--- src/rtl/core/generational_slot_allocator_macros.svh ---
// Assertion macros shared by the generational slot allocator RTL.
// Included by the modules that carry concurrent assertions; no other dependencies.
`ifndef GENERATIONAL_SLOT_ALLOCATOR_MACROS_SVH
`define GENERATIONAL_SLOT_ALLOCATOR_MACROS_SVH
`ifndef SYNTHESIS
`define GSA_ASSERT_SAME(label, clk, rst, ante, cons, msg) \
   label: assert property (@(posedge clk) disable iff (rst) (ante) |-> (cons)) \
      else $error(msg);
`define GSA_ASSERT_NEXT(label, clk, rst, ante, cons, msg) \
   label: assert property (@(posedge clk) disable iff (rst) (ante) |=> (cons)) \
      else $error(msg);
`else
`define GSA_ASSERT_SAME(label, clk, rst, ante, cons, msg)
`define GSA_ASSERT_NEXT(label, clk, rst, ante, cons, msg)
`endif
`endif

--- src/rtl/core/gsa_pkg.sv ---
// Package for the generational slot allocator: sizes, opcodes, status codes
// and the structs passed between its modules. No dependencies.
package gsa_pkg;

   localparam int SLOT_COUNT = 256;
   localparam int GEN_BITS   = 32;

   localparam int IDX_W = $clog2(SLOT_COUNT);
   localparam int CNT_W = $clog2(SLOT_COUNT + 1);

   localparam int OPCODE_W = 3;
   localparam int INDEX_W  = 8;
   localparam int HANDLE_W = 64;
   localparam int HALF_W   = 32;
   localparam int STATUS_W = 2;
   localparam int LIVE_W   = 9;

   localparam logic [GEN_BITS-1:0] GEN_MAX   = '1;
   localparam logic [GEN_BITS-1:0] GEN_FIRST = GEN_BITS'(1);

   localparam logic [OPCODE_W-1:0] OP_ALLOC   = 3'd0;
   localparam logic [OPCODE_W-1:0] OP_RELEASE = 3'd1;
   localparam logic [OPCODE_W-1:0] OP_HANDLE  = 3'd2;
   localparam logic [OPCODE_W-1:0] OP_CHECK   = 3'd3;
   localparam logic [OPCODE_W-1:0] OP_CLEAR   = 3'd4;

   localparam logic [STATUS_W-1:0] ST_OK      = 2'd0;
   localparam logic [STATUS_W-1:0] ST_FULL    = 2'd1;
   localparam logic [STATUS_W-1:0] ST_INVALID = 2'd2;

   localparam int SCAN_W      = (SLOT_COUNT < 64) ? SLOT_COUNT : 64;
   localparam int SCAN_IDX_W  = $clog2(SCAN_W);
   localparam int CHUNK_COUNT = (SLOT_COUNT + SCAN_W - 1) / SCAN_W;
   localparam int CHUNK_W     = (CHUNK_COUNT > 1) ? $clog2(CHUNK_COUNT) : 1;
   localparam int PAD_COUNT   = CHUNK_COUNT * SCAN_W;
   localparam int POS_W       = $clog2(PAD_COUNT + 1);

   typedef struct packed {
      logic             start;
      logic [CNT_W-1:0] high_water;
   } gsa_scan_ctrl_type;

   typedef struct packed {
      logic             done;
      logic             found;
      logic [IDX_W-1:0] slot;
   } gsa_scan_stat_type;

   typedef struct packed {
      logic                en;
      logic                we;
      logic [IDX_W-1:0]    addr;
      logic [GEN_BITS-1:0] wdata;
   } gsa_ram_req_type;

endpackage

--- src/rtl/core/gsa_scan.sv ---
// Free-slot search: walks the active bits one chunk per cycle and returns the
// lowest inactive slot below the high-water mark. Depends on gsa_pkg and the macros.
`include "generational_slot_allocator_macros.svh"

module gsa_scan import gsa_pkg::*; (
   input  logic                  clock,
   input  logic                  reset,
   input  gsa_scan_ctrl_type     ctrl,
   input  logic [SLOT_COUNT-1:0] active,
   output gsa_scan_stat_type     stat
);

   logic               busy_ff, busy_in;
   logic [CHUNK_W-1:0] chunk_ff, chunk_in;

   logic [PAD_COUNT-1:0]  padded;
   logic [SCAN_W-1:0]     window;
   logic [SCAN_W-1:0]     free;
   logic [POS_W-1:0]      base;
   logic [POS_W-1:0]      next_base;
   logic [SCAN_IDX_W-1:0] hit_lane;
   logic                  hit;
   logic                  last;

   always_comb begin
      padded    = PAD_COUNT'(active);
      window    = padded[chunk_ff * SCAN_W +: SCAN_W];
      base      = POS_W'(chunk_ff) * POS_W'(SCAN_W);
      next_base = base + POS_W'(SCAN_W);
      for (int j = 0; j < SCAN_W; j++) begin
         free[j] = !window[j] && ((base + POS_W'(j)) < POS_W'(ctrl.high_water));
      end
      hit      = 1'b0;
      hit_lane = '0;
      for (int j = SCAN_W - 1; j >= 0; j--) begin
         if (free[j]) begin
            hit      = 1'b1;
            hit_lane = SCAN_IDX_W'(j);
         end
      end
      last = (chunk_ff == CHUNK_W'(CHUNK_COUNT - 1))
         || (next_base >= POS_W'(ctrl.high_water));
   end

   assign stat.done  = busy_ff && (hit || last);
   assign stat.found = busy_ff && hit;
   assign stat.slot  = IDX_W'(base + POS_W'(hit_lane));

   always_comb begin
      busy_in  = busy_ff;
      chunk_in = chunk_ff;
      if (ctrl.start) begin
         busy_in  = 1'b1;
         chunk_in = '0;
      end else if (busy_ff) begin
         if (stat.done) begin
            busy_in = 1'b0;
         end else begin
            chunk_in = chunk_ff + CHUNK_W'(1);
         end
      end
   end

   always_ff @(posedge clock) begin
      if (reset) begin
         busy_ff  <= 1'b0;
         chunk_ff <= '0;
      end else begin
         busy_ff  <= busy_in;
         chunk_ff <= chunk_in;
      end
   end

   `GSA_ASSERT_SAME(a_found_is_free, clock, reset, stat.found, !active[stat.slot] && (CNT_W'(stat.slot) < ctrl.high_water), "Scan returned a slot that is active or above the high-water mark.")
   `GSA_ASSERT_NEXT(a_done_ends_scan, clock, reset, stat.done, !busy_ff, "Scan kept running after it had finished.")
   `GSA_ASSERT_SAME(a_no_restart, clock, reset, ctrl.start, !busy_ff, "A scan was started while another was still running.")

endmodule
--- config.mk ---
export PLATFORM = sky130hd
export DESIGN_NAME = gsa_scan
export DESIGN_NICKNAME = d
export VERILOG_FILES = /design/src/rtl/core/gsa_pkg.sv /design/src/rtl/core/gsa_scan.sv
export VERILOG_INCLUDE_DIRS = /design/src /design/src/rtl/core
export SDC_FILE = /design/constraint.sdc
export NUM_CORES = 1
export LEC_CHECK = 0
export ABC_AREA = 1
export BUFFER_PORTS_ARGS = -buffer_cell sky130_fd_sc_hd__clkbuf_2
export CAP_MARGIN = 25
export CORE_ASPECT_RATIO = 0.5
export CORE_MARGIN = 10
export CORE_UTILIZATION = 35
export CTS_BUF_LIST = sky130_fd_sc_hd__clkbuf_4
export CTS_CLUSTER_SIZE = 25
export DETAILED_ROUTE_END_ITERATION = 6
export GPL_TIMING_DRIVEN = 0
export PLACE_DENSITY_LB_ADDON = 0.12
export SYNTH_ARGS = -nofsm -noshare
export SYNTH_HDL_FRONTEND = slang
export SYNTH_SLANG_ARGS = --single-unit
--- constraint.sdc ---
create_clock -name clock -period 6.8 [get_ports clock]
set_input_delay 0.34 -clock clock [delete_from_list [all_inputs] [get_ports clock]]
set_output_delay 0.34 -clock clock [all_outputs]
set_load 0.01 [all_outputs]
==> results of run 1 <==
[timing repair]
action / 4_1_cts / 5_1_grt
endpoints found under the hold margin: 0 / 0
setup buffers: 0 / 2
pin swaps: 0 / 1
gates resized for setup: 3 / 5
cloned: 0 / 1
setup endpoints to repair: 2 / 2
[cell usage after synthesis (2+ instances only)]
| library cell | instances |
|---|---|
| nor3_1 | 10 |
| o221ai_1 | 23 |
| a211oi_1 | 5 |
| a21oi_1 | 52 |
| buf_1 | 2 |
| o211ai_1 | 2 |
| nand3_1 | 42 |
| o21bai_1 | 3 |
| nor2_8 | 3 |
| a32o_1 | 8 |
| buf_2 | 19 |
| nor4_1 | 4 |
| nand4_1 | 2 |
| nand2_2 | 4 |
| dfxtp_1 | 3 |
| o22ai_1 | 11 |
| nor2_1 | 180 |
| inv_2 | 6 |
| o31ai_1 | 2 |
| nand2_1 | 184 |
| nor2_4 | 2 |
| inv_1 | 88 |
| ha_1 | 7 |
| buf_4 | 11 |
| a221oi_1 | 5 |
| o21ai_0 | 107 |
| clkbuf_1 | 14 |
| a31oi_1 | 9 |
| nand2_4 | 2 |
[metrics by stage]
step / setup TNS (ns) / worst slack, ns / total power, uW
2_1_floorplan: 0 / 0.705 / 120
3_3_place_gp: -0.363 / -0.363 / 222
3_5_place_dp: -0.352 / -0.352 / 223
4_1_cts: 0 / 0.00661 / 260
5_1_grt: 0 / 0.0945 / 291
6_report: 0 / 0.893 / 261
[layer usage]
layer  vias up  share of wire, %
li1       3313                 -
met1      2838                44
met2       260                44
met3         8                12
met4         0              0.37
met5         -                 0
[worst max path at each step]
stage | startpoint | slack, ns | to | cells past startpoint
detailed placement | chunk_ff[0] | -0.35 | stat[0] | 75
global placement | chunk_ff[0] | -0.36 | stat[0] | 69
floorplan | chunk_ff[0] | 0.70 | stat[0] | 74
CTS | chunk_ff[0] | 0.007 | stat[0] | 72
global route | chunk_ff[0] | 0.09 | stat[0] | 67
finish | chunk_ff[0] | 0.89 | stat[0] | 62
[power breakdown]
part	internal, uW	switching (uW)
logic	100	108
registers	18.0	0.206
clock network	25.9	8.60
total	144	117
[state kept, by name, summed over array words and instances (netlist names)]
register	cells
busy_ff	1
chunk_ff	2
[cells by family after synthesis]
kind of cell             count (synthesis)  share of synthesized area (%)
AND/OR/NAND/NOR                        437                           46.2
AO/OA/AOI/OAI                          234                           35.2
buffers and inverters                  140                           14.9
adder cells (fa/ha/maj)                  7                           2.21
flip-flops                               3                           1.52
[worst max-delay path: cells and delay by family, from the launching register on]
kind / cells / cell delay (ns)
AND/OR/NAND/NOR: 52 / 2.89
buffers and inverters: 7 / 1.44
flip-flops: 1 / 0.37
AO/OA/AOI/OAI: 2 / 0.31
adder cells (fa/ha/maj): 1 / 0.25
[layout make-up]
type | instances | area, um2 | area share [%]
multi-input combinational | 678 | 3310 | 59.4
timing repair buffer | 280 | 1430 | 25.6
inverter | 94 | 353 | 6.34
buffer | 38 | 210 | 3.77
tap | 145 | 181 | 3.26
sequential | 3 | 60.1 | 1.08
clock buffer | 4 | 30.0 | 0.539
==> impl_metrics.ini, run 1 <==
[clock_tree]
cts-htree-levels = 1
cts_tree = built
cts_sinks = 3
clk_pin_slew_ns = 0.04
ctsHoldBuffers = 0
clk_latency_ns = 0.23
ctsLongestPathBuffers = 2
cts_buffers = 3
cts-root-buf = clkbuf_4

[cells_and_area]
layout.cells.most_common = clkbuf_2
areaGrowthSynthToFinish_pct = 40.8
drive_gt1_share_pct = 29.9
layout_common_cells = clkbuf_2, nand2_1, nor2_1, o21ai_0, inv_1
fin_util_pct = 50.6
fin_cells = 1242
antenna_cells = 0
num-nets-final = 1373
design_area_mm2 = 0.00557
fillers = 1303

[global_routing]
overflow = 0
globalRouteMet1Util_pct = 29.7
grt.total_usage_pct = 22.9
grt_pass1_vias = 6101
use_met3_pct = 7.34
grt.busiest_layer = met2
grt.met2_usage_pct = 37.7
grt_pass1_wl_um = 30800
antenna_found_initial = 0
grt_start_max_net_pins = 39

[critical_path]
ff2ff_path_depth = 18
crit_path_start_kind = flop
worst-r2r-setup-slack_ns = 2.00
cp.arrival_ns = 5.57
cpPeakStageDelay_ns = 0.40
critPathRequiredTime_ns = 6.46
worstSetupEndpointType = output port
rr_endpoint = chunk_ff[0]
crit_type = reg2out
path_max_fanout = 56
r2r_start = chunk_ff[1]
cp_slowest_cell = buf_1
cp_common_cell = nand2_1

[status]
outcome = finished clean

[pwr]
p_leak_uw = 0.00316
vdd_drop_max_v = 0.0000286
power_density_mw_per_mm2 = 46.9

[drt]
post_drt_wl_per_cell_um = 16.4
drt_wl_total_um = 20400
drt_first_pass_iters = 5
dr_total_vias = 6419
avgViaCountPerCell = 5.17
drt_iter0_drc = 466
drc = 0
ant_nets = 0

[timing]
setup_viol = 0
max_freq_mhz = 169
slew_violations = 0
rsz0062_at_grt = false
fin_crit_sh_pct = 86.9
clock_skew_ns = 0.00112
hold_viol = 0
period_minus_slack_ns = 5.91
whs_ns = 0.279
worstMarginPinSlew_ns = 0.623
slew_headroom_pct = 58.0

[synthesis]
yosys_warnings = 0
synth_top_area_cell = nand2_1
synth_top_area_share_pct = 17.5
synth-seq-cells = 3
synthFlopType = dfxtp_1
synth_nets = 1096
netlist_top_cells_area = nand2_1, nor2_1, o21ai_0, inv_1, a21oi_1
synth_edf_count = 0
synthCells = 821
async_reset_ff_share_pct = 0
netlist_area_mm2 = 0.00396
avgSynthCellArea_um2 = 4.82
ys_types = 40
seq_area_frac_synth_pct = 1.52

[placed_design]
port_buffers = 277
place_hpwl_um = 17800
gp_congestion = 1.02
dpl.cell_count = 1243
placed_area_mm2 = 0.00552

[worst_hold_path]
min-delay-start = reset
min_path_cells = 2
hold_class = in2reg
hold_end = busy_ff

[flow_run]
drv_cap = 0

[floorplanning]
dieArea_mm2 = 0.0162
core_mm2 = 0.0110
rows = 27
die_x_um = 170
ios = 278
initial_core_util_pct = 35.9
fp.dieH_um = 95.2
(Power assumes the default switching activity.)
==> inputs of run 2 (changes only) <==
PLACE_DENSITY = 0.7   (was not set)
PLACE_DENSITY_LB_ADDON = not set   (was 0.12)
==> run 2 against run 1 <==
Effect of this change:
- die area did not move
- largest power group unchanged
- core utilization fell by 0.17 points
- final cell count fell by 0.16%
==> impl_metrics.ini, run 2 (synthesized netlist as in run 1, its figures left out) <==
[critical_path]
cp-startpoint = chunk_ff[0]
critPathRequiredTime_ns = 6.46
cp_common_cell = nand2_1
cpPeakStageDelay_ns = 0.38
r2r_start = chunk_ff[1]
cp_slowest_cell = buf_1
worstSetupEndpointType = output port
crit_type = reg2out
path_max_fanout = 56
cp.arrival_ns = 5.64
crit_path_start_kind = flop

[clock_tree]
cts_sinks = 3
post-cts-setup-buffers = 0
cts-root-buf = clkbuf_4
cts_tree = built
clk_pin_slew_ns = 0.04
cts_buffers = 3
ctsLongestPathBuffers = 2
cts-htree-levels = 1
ctsHoldBuffers = 0
clk_latency_ns = 0.24

[floorplanning]
die_x_um = 170
dieArea_mm2 = 0.0162
ios = 278
fp.dieH_um = 95.2
initial_core_util_pct = 35.9
rows = 27
core_mm2 = 0.0110

[pwr]
internal_power_uw = 144
vdd_drop_max_v = 0.0000561
power_density_mw_per_mm2 = 47.6
power_switching_uw = 120
pwr-share-seq_pct = 6.9
comb_power_share_pct = 79.5
swShare_pct = 45.5
power_frac_clock_pct = 13.6
p_leak_uw = 0.00315

[drt]
drt_first_pass_iters = 7
ant_nets = 0
wl_met3_um = 2310
drt_iter0_drc = 622
avgViaCountPerCell = 5.29
drc = 0
wl_met1_um = 8900
dr_total_vias = 6560
wl_met2_um = 9360
drt_wl_total_um = 20800
post_drt_wl_per_cell_um = 16.8
topRoutingLayerUsed = met4

[global_routing]
antenna_found_initial = 0
grt_pass1_wl_um = 31100
overflow = 0
grt_pass1_vias = 6086
grt.total_usage_pct = 23.1
grt_start_max_net_pins = 39

[flow_run]
drv_cap = 0

[placed_design]
port_buffers = 277
placed_area_mm2 = 0.00552
gp_congestion = 1.02
place_hpwl_um = 18200

[worst_hold_path]
min-delay-start = reset
hold_class = in2reg

[timing]
slew_violations = 0
hold_viol = 0
max_freq_mhz = 167
rsz0062_at_grt = false
setup-tns-final_ns = 0
worstMarginPinSlew_ns = 0.590
setup_viol = 0
fin_crit_sh_pct = 87.9
clock_skew_ns = 0.00753
slew_headroom_pct = 60.2
period_minus_slack_ns = 5.98

[cells_and_area]
num-nets-final = 1371
design_area_mm2 = 0.00555
areaGrowthSynthToFinish_pct = 40.3
layout_common_cells = clkbuf_2, nand2_1, nor2_1, o21ai_0, inv_1
regMostFlops = chunk_ff
largest_reg_flops = 2
layout.cells.most_common = clkbuf_2
antenna_cells = 0
drive_gt1_share_pct = 29.6
top_regs = chunk_ff (2), busy_ff (1)

[status]
outcome = finished clean
[run 2: metal layers]
| metal | vias up | track usage [%] |
|---|---|---|
| li1 | 3307 | - |
| met1 | 2955 | 29.8 |
| met2 | 280 | 38.0 |
| met3 | 18 | 7.58 |
| met4 | 0 | 2.90 |
| met5 | - | 0 |
[run 2: worst max-delay path, delay by kind of cell (launching register included)]
family	cells	cell delay [ns]
buffers and inverters	7	1.46
adder cells (fa/ha/maj)	1	0.26
flip-flops	1	0.36
AND/OR/NAND/NOR	50	2.92
AO/OA/AOI/OAI	3	0.38
[run 2: final timing paths]
path	endpoint	cells after the start	slack (ns)
hold reg to reg	busy_ff	2	0.62
setup / recovery	stat[0]	61	0.82
hold / removal	busy_ff	2	0.27
setup reg to reg	chunk_ff[0]	17	2.07
[run 2: what timing repair did]
action | CTS | global route
endpoints found under the hold margin | 0 | 0
gates resized for setup | 3 | 4
endpoints found under the setup margin | 2 | 2
gates cloned | 0 | 1
[run 2: final cells by class]
class	count	area (um2)
repair buffers	278	1410
inverters	94	353
clock buffers	4	30.0
fillers	1240	5460
flip-flops and latches	3	60.1
plain buffers	38	210
multi-input cells	678	3300
well taps	145	181
[run 2: power groups by stage]
stage               clock (uW)  sequential (uW)  combinational (uW)
finish                    35.8             18.3                 210
global route              38.7             18.3                 235
CTS                       37.1             18.3                 207
detailed placement           0             18.6                 205
global placement             0             18.5                 203
floorplan                    0             18.5                 101
[run 2: stage by stage]
stage	worst slack, ns	total power (uW)	hold WS [ns]	utilization (%)	std cells
3_5_place_dp	-0.353	224	0.512	50.1	1243
6_report	0.824	264	0.271	50.4	1240
2_1_floorplan	0.705	120	0.409	-	821
5_1_grt	0.0463	292	0.272	50.4	1240
3_3_place_gp	-0.307	221	0.510	50.1	1243
4_1_cts	0.0675	262	0.264	50.3	1243
==> inputs of run 3 (changes only) <==
ABC_AREA = not set   (was 1)
CTS_CLUSTER_SIZE = 40   (was 25)
PLACE_DENSITY = 0.69   (was 0.7)
==> run 3 against run 2 <==
Effect of this change:
- final cell count down 26%
- critical path depth down 46
- sequential power about the same
- highest routed layer unchanged
- die area up 5.4%
- synthesized area up 6.5%
==> impl_metrics.ini, run 3 <==
[global_routing]
grt_pass1_wl_um = 33100
grt_start_max_net_pins = 11
antenna_found_initial = 0
grt_pass1_vias = 5921
overflow = 0
grt.total_usage_pct = 24.3

[critical_path]
path_cells = buf_6, buf_12, buf_12, inv_1, ha_1, nor4b_4, buf_2, buf_2, a31oi_1, nor2_1, a221oi_1, o21ai_0, o2111ai_1, a311oi_1, clkbuf_2
crit_path_start_kind = flop
critPathRequiredTime_ns = 6.46
path_max_fanout = 10
cpPeakStageDelay_ns = 0.66
crit_type = reg2out
worstSetupEndpointType = output port
worst-path-buf-inv = 7
cp.arrival_ns = 4.76
cp_slowest_cell = nor4b_4
worst-r2r-setup-slack_ns = 2.22
cp_top_family = buffers and inverters

[timing]
hold_viol = 0
clock_skew_ns = 0.00519
period_minus_slack_ns = 5.10
setup_viol = 0
rsz0062_at_grt = false
max_freq_mhz = 196
slew_headroom_pct = 28.4
setup-tns-final_ns = 0
worstMarginPinSlew_ns = 1.07
fin_crit_sh_pct = 75.1
slew_violations = 0

[worst_hold_path]
hold_class = in2reg

[floorplanning]
initial_core_util_pct = 35.7
rows = 28
ios = 278
dieArea_mm2 = 0.0171
core_mm2 = 0.0118
die_x_um = 175
fp.dieH_um = 97.6

[synthesis]
synthCells = 477
netlist_top_cells_area = mux4_2, mux4_1, a21oi_1, o21ai_0, a31oi_1
synth_top_area_share_pct = 26.7
synth_edf_count = 0
seq_area_frac_synth_pct = 1.43
netlist_area_mm2 = 0.00421
async_reset_ff_share_pct = 0
ys_types = 82
avgSynthCellArea_um2 = 8.83
synth.top_cells.by_count = mux4_2, a21oi_1, o21ai_0
synthFlopType = dfxtp_1
synth_most_common_cell = mux4_2
synth_nets = 752
synth_top_area_cell = mux4_2
yosys_warnings = 0
synth-seq-cells = 3

[drt]
drt_first_pass_iters = 6
avgViaCountPerCell = 6.27
ant_nets = 0
dr_total_vias = 5768
drt_wl_total_um = 22100
post_drt_wl_per_cell_um = 24.0
drc = 0
drt_iter0_drc = 735

[clock_tree]
cts_buffers = 3
clk_latency_ns = 0.23
clk_pin_slew_ns = 0.04
ctsLongestPathBuffers = 2
cts_tree = built
post-cts-setup-buffers = 0
cts_sinks = 3
ctsHoldBuffers = 0
cts-htree-levels = 1
cts-root-buf = clkbuf_4
cts_resized = 0

[pwr]
p_leak_uw = 0.00253
total_power_uw = 300
vdd_drop_max_v = 0.0000377
power_density_mw_per_mm2 = 51.6

[cells_and_area]
drive_gt1_share_pct = 51.7
largest_reg_flops = 2
layout.cells.most_common = clkbuf_2
num-nets-final = 1031
areaGrowthSynthToFinish_pct = 38.2
layout_common_cells = clkbuf_2, mux4_2, a21oi_1, o21ai_0, nor2_1
antenna_cells = 0
regMostFlops = chunk_ff
top_regs = chunk_ff (2), busy_ff (1)
fillers = 1195

[flow_run]
drv_cap = 0

[placed_design]
gp_congestion = 1.03
place_hpwl_um = 19200
port_buffers = 274

[status]
outcome = finished clean
## run 3: cell type report
type	instances	area (um2)	area share [%]
Multi-Input combinational cell	418	3760	64.6
Timing Repair Buffer	274	1370	23.6
Buffer	41	335	5.76
Tap cell	165	206	3.55
Sequential cell	3	60.1	1.03
Inverter	15	56.3	0.967
Clock buffer	4	30.0	0.516
## run 3: path summary, 6_finish.rpt
path	from	to	cells after the start
setup / recovery	chunk_ff[0]	stat[0]	15
hold / removal	ctrl[9]	busy_ff	2
setup reg to reg	chunk_ff[0]	chunk_ff[0]	14
hold reg to reg	busy_ff	chunk_ff[1]	4
## run 3: per-stage QoR
stage | instance area [um2] | hold WS (ns) | setup slack (ns) | util [%] | std cells
6_report | 5820 | 0.342 | 1.70 | 49.3 | 920
2_1_floorplan | 4210 | 0.473 | 3.07 | - | 477
5_1_grt | 5820 | 0.337 | 1.47 | 49.3 | 920
3_3_place_gp | 5790 | 0.576 | 2.15 | 49.0 | 916
4_1_cts | 5820 | 0.335 | 1.80 | 49.3 | 920
3_5_place_dp | 5790 | 0.580 | 2.07 | 49.0 | 916
## run 3: cell families after synthesis
| group | Yosys count | share of synthesized area [%] |
|---|---|---|
| and+or+nand+nor | 128 | 17.0 |
| muxes | 74 | 36.4 |
| adders and majority gates | 8 | 2.32 |
| DFF | 3 | 1.43 |
| AOI/OAI and AO/OA | 208 | 33.5 |
| buffers and inverters | 56 | 9.30 |
## run 3: metal layers
| metal | wire length [um] | up-vias | track usage [%] |
|---|---|---|---|
| met1 | 9050 | 2786 | 31.1 |
| met3 | 2790 | 20 | 8.18 |
| met4 | 194 | 0 | 3.24 |
| met2 | 10100 | 382 | 39.6 |
| li1 | - | 2580 | - |
| met5 | 0 | - | 0 |
## run 3: power breakdown
part | switching (uW) | internal (uW)
clock | 8.83 | 25.9
combinational | 123 | 124
sequential | 0.234 | 18.0
total | 132 | 168
## run 3: worst register-to-register path: cells and delay by family, from the launching register on
family | cells | cell delay [ns]
DFF | 1 | 0.53
AOI/OAI and AO/OA | 2 | 0.53
muxes | 1 | 0.17
adders and majority gates | 1 | 0.39
buffers and inverters | 6 | 1.42
and+or+nand+nor | 4 | 1.47
